### src/rtl/sws_pkg.sv
`timescale 1ns / 1ps
// shared types, constants and decode functions for the stopwatch scanner
// no dependencies
package sws_pkg;

  localparam int TICKS_PER_SECOND = 1000;
  localparam logic [9:0] MILLIS_LAST = 10'(TICKS_PER_SECOND - 1);
  localparam logic [5:0] SECONDS_LAST = 6'd59;
  localparam logic [5:0] MINUTES_LAST = 6'd59;

  localparam logic [7:0] CODE_F = 8'h46;
  localparam logic [7:0] CODE_B = 8'h42;
  localparam logic [7:0] CODE_L = 8'h4C;
  localparam logic [7:0] CODE_R = 8'h52;

  localparam logic [7:0] FONT_F = 8'h71;
  localparam logic [7:0] FONT_B = 8'h7C;
  localparam logic [7:0] FONT_L = 8'h38;
  localparam logic [7:0] FONT_R = 8'h50;
  localparam logic [7:0] FONT_S = 8'h6D;

  localparam logic [7:0] DECIMAL_POINT = 8'h80;

  typedef logic [1:0] sws_scan_t;

  typedef struct packed {
    logic [5:0] minutes;
    logic [5:0] seconds;
    logic [9:0] millis;
  } sws_time_t;

  typedef struct packed {
    logic [7:0] timer_segments;
    logic [3:0] timer_digit_enable_n;
    logic [3:0] status_nibble_high;
    logic [3:0] status_nibble_low;
    logic [3:0] status_digit_enable_n;
  } sws_display_t;

  typedef struct packed {
    sws_display_t display;
    sws_time_t    elapsed;
  } sws_result_t;

  function automatic logic [7:0] digit_font(input logic [3:0] d);
    logic [7:0] f;
    case (d)
      4'd0:    f = 8'h3F;
      4'd1:    f = 8'h06;
      4'd2:    f = 8'h5B;
      4'd3:    f = 8'h4F;
      4'd4:    f = 8'h66;
      4'd5:    f = 8'h6D;
      4'd6:    f = 8'h7D;
      4'd7:    f = 8'h27;
      4'd8:    f = 8'h7F;
      4'd9:    f = 8'h6F;
      default: f = 8'h00;
    endcase
    return f;
  endfunction

  // tens digit of a value below 60
  function automatic logic [2:0] tens_of(input logic [5:0] v);
    logic [2:0] t;
    if (v >= 6'd50)      t = 3'd5;
    else if (v >= 6'd40) t = 3'd4;
    else if (v >= 6'd30) t = 3'd3;
    else if (v >= 6'd20) t = 3'd2;
    else if (v >= 6'd10) t = 3'd1;
    else                 t = 3'd0;
    return t;
  endfunction

  function automatic logic [3:0] units_of(input logic [5:0] v);
    logic [2:0] t;
    logic [5:0] r;
    t = tens_of(v);
    r = v - ({t, 3'b000} + {2'b00, t, 1'b0});
    return r[3:0];
  endfunction

  function automatic logic [7:0] letter_pattern(input logic [7:0] code);
    logic [7:0] f;
    case (code)
      CODE_F:  f = FONT_F;
      CODE_B:  f = FONT_B;
      CODE_L:  f = FONT_L;
      CODE_R:  f = FONT_R;
      default: f = FONT_S;
    endcase
    return f;
  endfunction

  function automatic logic [3:0] rev4(input logic [3:0] v);
    return {v[0], v[1], v[2], v[3]};
  endfunction

endpackage

### src/rtl/sws_if.sv
`timescale 1ns / 1ps
// valid/ready channel interfaces for tick beats and display beats
// no dependencies
interface sws_tick_if;
  logic       valid;
  logic       ready;
  logic       run;
  logic [7:0] status_code;
  modport source(output valid, output run, output status_code, input ready);
  modport sink(input valid, input run, input status_code, output ready);
endinterface

interface sws_disp_if;
  logic       valid;
  logic       ready;
  logic [7:0] timer_segments;
  logic [3:0] timer_digit_enable_n;
  logic [3:0] status_nibble_high;
  logic [3:0] status_nibble_low;
  logic [3:0] status_digit_enable_n;
  logic [5:0] elapsed_minutes;
  logic [5:0] elapsed_seconds;
  logic [9:0] elapsed_millis;
  modport source(output valid, output timer_segments, output timer_digit_enable_n,
                 output status_nibble_high, output status_nibble_low,
                 output status_digit_enable_n, output elapsed_minutes,
                 output elapsed_seconds, output elapsed_millis, input ready);
  modport sink(input valid, input timer_segments, input timer_digit_enable_n,
               input status_nibble_high, input status_nibble_low,
               input status_digit_enable_n, input elapsed_minutes,
               input elapsed_seconds, input elapsed_millis, output ready);
endinterface

### src/rtl/stopwatch_seven_segment_scanner_top.sv
`timescale 1ns / 1ps
// top level of the multiplexed seven-segment stopwatch scanner
// depends on sws_pkg, sws_if, sws_time_counter, sws_scan_display
//
// usage
//   tick: one beat per 1 ms tick, carrying run and an ascii status code
//   disp: one beat per tick with the segment pattern and one-cold enable of
//         the digit scanned on that tick (time before the tick's count), the
//         status letter F/b/L/r (S for any other code) as two bit-reversed
//         nibbles with its own enable, and the elapsed time after the count
// timing
//   a tick's beat is valid in the next cycle; a tick can be taken every cycle
//   unless a beat waits on disp.ready, the rate set by the single output register
// reset
//   rst (synchronous) clears the time to 00:00.000, the scan index to the
//   minutes-tens digit and drops the output valid
// stall
//   while a display beat waits, tick.ready follows disp.ready, so a new tick
//   is taken in the same cycle the waiting beat leaves; nothing is dropped
module stopwatch_seven_segment_scanner_top
  import sws_pkg::*;
(
  input logic     clk,
  input logic     rst,
  sws_tick_if.sink   tick,
  sws_disp_if.source disp
);

  logic         accept;
  logic         out_valid;
  sws_time_t    time_now;
  sws_time_t    time_next;
  sws_display_t display;
  sws_result_t  result;

  // output register empty or draining this cycle
  assign tick.ready = !out_valid || disp.ready;
  assign accept     = tick.valid && tick.ready;

  sws_time_counter u_time (
    .clk       (clk),
    .rst       (rst),
    .advance   (accept),
    .run       (tick.run),
    .time_now  (time_now),
    .time_next (time_next)
  );

  sws_scan_display u_scan (
    .clk         (clk),
    .rst         (rst),
    .advance     (accept),
    .time_now    (time_now),
    .status_code (tick.status_code),
    .display     (display)
  );

  // result register, valid flag is control and gets reset
  always_ff @(posedge clk) begin
    if (rst) begin
      out_valid <= 1'b0;
    end else if (accept) begin
      out_valid <= 1'b1;
    end else if (disp.ready) begin
      out_valid <= 1'b0;
    end
  end

  always_ff @(posedge clk) begin
    if (accept) begin
      result.display <= display;
      result.elapsed <= time_next;
    end
  end

  assign disp.valid                 = out_valid;
  assign disp.timer_segments        = result.display.timer_segments;
  assign disp.timer_digit_enable_n  = result.display.timer_digit_enable_n;
  assign disp.status_nibble_high    = result.display.status_nibble_high;
  assign disp.status_nibble_low     = result.display.status_nibble_low;
  assign disp.status_digit_enable_n = result.display.status_digit_enable_n;
  assign disp.elapsed_minutes       = result.elapsed.minutes;
  assign disp.elapsed_seconds       = result.elapsed.seconds;
  assign disp.elapsed_millis        = result.elapsed.millis;

endmodule

### src/rtl/sws_time_counter.sv
`timescale 1ns / 1ps
// millisecond / second / minute counter with wrap after 59:59.999
// depends on sws_pkg
module sws_time_counter
  import sws_pkg::*;
(
  input  logic      clk,
  input  logic      rst,
  input  logic      advance,
  input  logic      run,
  output sws_time_t time_now,
  output sws_time_t time_next
);

  sws_time_t count;

  always_comb begin
    time_next = count;
    if (run) begin
      if (count.millis == MILLIS_LAST) begin
        time_next.millis = '0;
        if (count.seconds == SECONDS_LAST) begin
          time_next.seconds = '0;
          if (count.minutes == MINUTES_LAST) begin
            time_next.minutes = '0;
          end else begin
            time_next.minutes = count.minutes + 6'd1;
          end
        end else begin
          time_next.seconds = count.seconds + 6'd1;
        end
      end else begin
        time_next.millis = count.millis + 10'd1;
      end
    end
  end

  always_ff @(posedge clk) begin
    if (rst) begin
      count <= '0;
    end else if (advance) begin
      count <= time_next;
    end
  end

  assign time_now = count;

endmodule

### src/rtl/sws_scan_display.sv
`timescale 1ns / 1ps
// scan index register and segment / digit-enable / status letter decode
// depends on sws_pkg
module sws_scan_display
  import sws_pkg::*;
(
  input  logic         clk,
  input  logic         rst,
  input  logic         advance,
  input  sws_time_t    time_now,
  input  logic [7:0]   status_code,
  output sws_display_t display
);

  sws_scan_t  scan_index;
  logic [7:0] font;

  always_comb begin
    case (scan_index)
      2'd0:    display.timer_segments = digit_font({1'b0, tens_of(time_now.minutes)});
      2'd1:    display.timer_segments = digit_font(units_of(time_now.minutes))
                                        | DECIMAL_POINT;
      2'd2:    display.timer_segments = digit_font({1'b0, tens_of(time_now.seconds)});
      default: display.timer_segments = digit_font(units_of(time_now.seconds));
    endcase
    display.timer_digit_enable_n  = ~(4'b0001 << scan_index);
    display.status_digit_enable_n = ~(4'b1000 >> scan_index);
    font                          = letter_pattern(status_code);
    display.status_nibble_high    = rev4(font[3:0]);
    display.status_nibble_low     = rev4(font[7:4]);
  end

  always_ff @(posedge clk) begin
    if (rst) begin
      scan_index <= '0;
    end else if (advance) begin
      scan_index <= scan_index + 2'd1;
    end
  end

endmodule
### src/flat_wrapper.sv
// flat-port wrapper written by rule: the top's interface ports become plain ports
module stopwatch_seven_segment_scanner_top_flat import sws_pkg::*;
  (clk, rst, tick_valid, tick_run, tick_status_code, tick_ready, disp_valid, disp_timer_segments, disp_timer_digit_enable_n, disp_status_nibble_high, disp_status_nibble_low, disp_status_digit_enable_n, disp_elapsed_minutes, disp_elapsed_seconds, disp_elapsed_millis, disp_ready);
  sws_tick_if tick_i ();
  sws_disp_if disp_i ();
  input logic clk;
  input logic rst;
  input wire logic [$bits(tick_i.valid)-1:0] tick_valid;
  input wire logic [$bits(tick_i.run)-1:0] tick_run;
  input wire logic [$bits(tick_i.status_code)-1:0] tick_status_code;
  output wire logic [$bits(tick_i.ready)-1:0] tick_ready;
  output wire logic [$bits(disp_i.valid)-1:0] disp_valid;
  output wire logic [$bits(disp_i.timer_segments)-1:0] disp_timer_segments;
  output wire logic [$bits(disp_i.timer_digit_enable_n)-1:0] disp_timer_digit_enable_n;
  output wire logic [$bits(disp_i.status_nibble_high)-1:0] disp_status_nibble_high;
  output wire logic [$bits(disp_i.status_nibble_low)-1:0] disp_status_nibble_low;
  output wire logic [$bits(disp_i.status_digit_enable_n)-1:0] disp_status_digit_enable_n;
  output wire logic [$bits(disp_i.elapsed_minutes)-1:0] disp_elapsed_minutes;
  output wire logic [$bits(disp_i.elapsed_seconds)-1:0] disp_elapsed_seconds;
  output wire logic [$bits(disp_i.elapsed_millis)-1:0] disp_elapsed_millis;
  input wire logic [$bits(disp_i.ready)-1:0] disp_ready;
  assign tick_i.valid = tick_valid;
  assign tick_i.run = tick_run;
  assign tick_i.status_code = tick_status_code;
  assign tick_ready = tick_i.ready;
  assign disp_valid = disp_i.valid;
  assign disp_timer_segments = disp_i.timer_segments;
  assign disp_timer_digit_enable_n = disp_i.timer_digit_enable_n;
  assign disp_status_nibble_high = disp_i.status_nibble_high;
  assign disp_status_nibble_low = disp_i.status_nibble_low;
  assign disp_status_digit_enable_n = disp_i.status_digit_enable_n;
  assign disp_elapsed_minutes = disp_i.elapsed_minutes;
  assign disp_elapsed_seconds = disp_i.elapsed_seconds;
  assign disp_elapsed_millis = disp_i.elapsed_millis;
  assign disp_i.ready = disp_ready;
  stopwatch_seven_segment_scanner_top u_core (.clk(clk), .rst(rst), .tick(tick_i), .disp(disp_i));
endmodule
### config.mk
export PLATFORM = sky130hd
export DESIGN_NAME = stopwatch_seven_segment_scanner_top_flat
export DESIGN_NICKNAME = d
export VERILOG_FILES = /design/src/rtl/sws_pkg.sv /design/src/rtl/sws_if.sv /design/src/rtl/stopwatch_seven_segment_scanner_top.sv /design/src/rtl/sws_time_counter.sv /design/src/rtl/sws_scan_display.sv /design/src/flat_wrapper.sv
export SDC_FILE = /design/constraint.sdc
export NUM_CORES = 1
export LEC_CHECK = 0
export BUFFER_PORTS_ARGS = -buffer_cell sky130_fd_sc_hd__buf_2
export CAP_MARGIN = 20
export CORE_MARGIN = 2
export CORE_UTILIZATION = 40
export DETAILED_ROUTE_END_ITERATION = 10
export GPL_TIMING_DRIVEN = 0
export HOLD_SLACK_MARGIN = 0.06
export SLEW_MARGIN = 15
export SYNTH_ARGS = -nofsm -noshare
export SYNTH_HDL_FRONTEND = slang
export SYNTH_HIERARCHICAL = 1
export SYNTH_SLANG_ARGS = --single-unit
### constraint.sdc
create_clock -name clk -period 3.48 [get_ports clk]
set_input_delay 0.174 -clock clk [delete_from_list [all_inputs] [get_ports clk]]
set_output_delay 0.174 -clock clk [all_outputs]
set_load 0.02 [all_outputs]
==> reports/results.tsv <==
metric	value	unit
final_common_cell	buf_2	
worst-path-max-fanout	10	
fp.dieH	113	µm
drtIter0Drc	169	
fin_skew	0.0116	ns
yosys_warnings	6	
drv_cap	0	
drt_wl_total	10.2	mm
fin_hold_ws	0.101	ns
post_route_cells_drive_above_1_share	0.211	
row_count	39	
grt_max_degree	50	
synth-seq-area-share	0.399	
first_pass_iters	4	
grt_pass1_wl	17.1	mm
clock-sinks	71	
postSynth.asyncResetShare	0	
finalCritPeriodShare	0.926	
avgSynthCellArea	9.52	µm²
p_per_area	370	mW/mm²
tritoncts	yes	
antenna_found_initial	0	
start_kind	register	
peakVddDrop	0.000194	V
overflow	0	
hold_buffers	0	
grt_use_total	0.165	
clk_path_buf_depth	2	
drc	0	
synth.cell_area	0.00472	mm²
tightestPinTransition	0.803	ns
fp.dieW	113	µm
avgViaCountPerCell	5.32	
cts_buffers	9	
p_leak	2.13	nW
htree_levels	3	
synth_seq_cells	71	
cts_resized	0	
io-pin-count	61	
antenna_cells	0	
ant_nets	0	
crit_path_end_kind	register	
max_freq	310	MHz
cts_root_buf	clkbuf_16	
syn-instance-count	496	
fin_crit	3.22	ns
syn_to_final_growth	16.2	%
clkTransAtPathRegs	0.06	ns
max_slew_margin	0.457	
worst-endpoint-arrival	3.37	ns
critPathKind	register to register	
nets	619	
post_cts_buffers	0	
required	3.62	ns
gp_congestion	0.898	
grt_pass1_vias	3699	
coreArea	0.0115	mm²
setup_viol	0	
portBuffers	60	
hold_class	input port to register	
synth_edf_count	46	
rsz0062_at_grt	false	
tns	0	ns
drv_slew	0	
finalPower	2.03	mW
ff2ff_setup_slack	0.26	ns
status	finished clean	
wl_per_cell	14.2	µm
synth_ff_type	edfxtp_1	
die_area	0.0127	mm²
hpwlAfterDp	7.32	mm
hold_violations	0	
final_cell_mix	68 x buf_2, 49 x nand2_1, 46 x edfxtp_1, 38 x ha_1, 35 x a21oi_1	
clkLatencyLatePin	0.34	ns
ys_types	79	
initial_utilization	0.412	
vias	3812	
## final timing paths
path	cells after the start	endpoint	start
hold reg to reg	2	u_core/disp.valid	u_core/disp.valid
setup reg to reg	12	u_core/disp.timer_segments[2]	u_core/u_time/time_now[19]
setup / recovery	12	u_core/disp.timer_segments[2]	u_core/u_time/time_now[19]
hold / removal	3	u_core/disp.valid	tick_valid
## critical path: stages, from the launching register on
cell and delay, ns:
dfxtp_1 0.38, buf_2 0.21, nor2_1 0.13, nor2_1 0.06
a21oi_1 0.31, inv_1 0.14, ha_1 0.21, xnor2_1 0.13
or4_4 0.44, and2_4 0.20, xnor2_4 0.27, o221ai_1 0.21
a221oi_2 0.34
## power by group
group / total (mW) / leakage [nW] / internal [mW] / switching [mW]
Clock: 0.877 / 0.146 / 0.524 / 0.352
Sequential: 0.952 / 0.627 / 0.939 / 0.0122
Combinational: 0.201 / 1.36 / 0.0723 / 0.129
Total: 2.03 / 2.13 / 1.54 / 0.494
## through the flow
stage	instances	worst slack, ns	cell area, µm²	util
2_1_floorplan	497	0.688	4730	-
3_3_place_gp	700	0.314	5200	0.454
3_5_place_dp	700	0.299	5200	0.454
4_1_cts	716	0.287	5490	0.479
5_1_grt	716	0.0516	5490	0.479
6_report	716	0.259	5490	0.479
## registers in the layout, indices dropped and copies added, names as in the netlist
| register | cells |
|---|---|
| u_core/disp.elapsed_millis | 10 |
| u_core/disp.elapsed_minutes | 6 |
| u_core/disp.elapsed_seconds | 6 |
| u_core/disp.status_digit_enable_n | 4 |
| u_core/disp.status_nibble_high | 4 |
| u_core/disp.status_nibble_low | 4 |
| u_core/disp.timer_digit_enable_n | 4 |
| u_core/disp.timer_segments | 8 |
| u_core/disp.valid | 1 |
| u_core/u_scan/scan_index | 2 |
| u_core/u_time/time_now | 22 |
## Yosys cell counts, types with 4 or more instances
cell type | n | area, µm²
inv_1 | 28 | 105
dfxtp_1 | 25 | 500
nor2_1 | 34 | 128
nand3_1 | 18 | 90.1
xor2_1 | 6 | 52.6
o21ai_0 | 25 | 125
nor3_1 | 8 | 40.0
ha_1 | 38 | 475
nand2_1 | 49 | 184
o31ai_1 | 4 | 30.0
xnor2_1 | 12 | 105
nand4_1 | 5 | 31.3
nand2b_1 | 11 | 68.8
a21oi_1 | 35 | 175
buf_2 | 8 | 40.0
or3_1 | 7 | 43.8
buf_4 | 6 | 45.0
clkbuf_1 | 12 | 45.0
nor2b_1 | 4 | 25.0
and3_1 | 4 | 25.0
nand3b_1 | 9 | 67.6
a31oi_1 | 12 | 75.1
mux2i_1 | 4 | 40.0
edfxtp_1 | 46 | 1380
## per-layer routing
layer | GRT usage | routed length, µm
met1 | 0.193 | 4390
met2 | 0.286 | 5100
met3 | 0.0400 | 383
met4 | 0.0756 | 286
met5 | 0 | 0
## final cells by class
class | count | area [µm²]
clock buffer | 11 | 254
multi-input combinational | 366 | 2560
inverter | 29 | 109
tap | 143 | 179
fill | 1114 | 5980
sequential | 71 | 1880
timing repair buffer | 60 | 300
clock inverter | 5 | 28.8
buffer | 31 | 174
## cells by family (layout without fill, tap and decap cells)
logic type	after synthesis	count (layout)	share of synthesized area
mux	7	7	0.0156
xor+xnor	20	20	0.0440
buf+inv	60	136	0.0599
other cells	1	2	0.000794
flops	71	71	0.399
simple gates	187	187	0.227
compound gates	112	112	0.154
fa+ha+maj	38	38	0.101
Power figures use the tool's default switching activity.
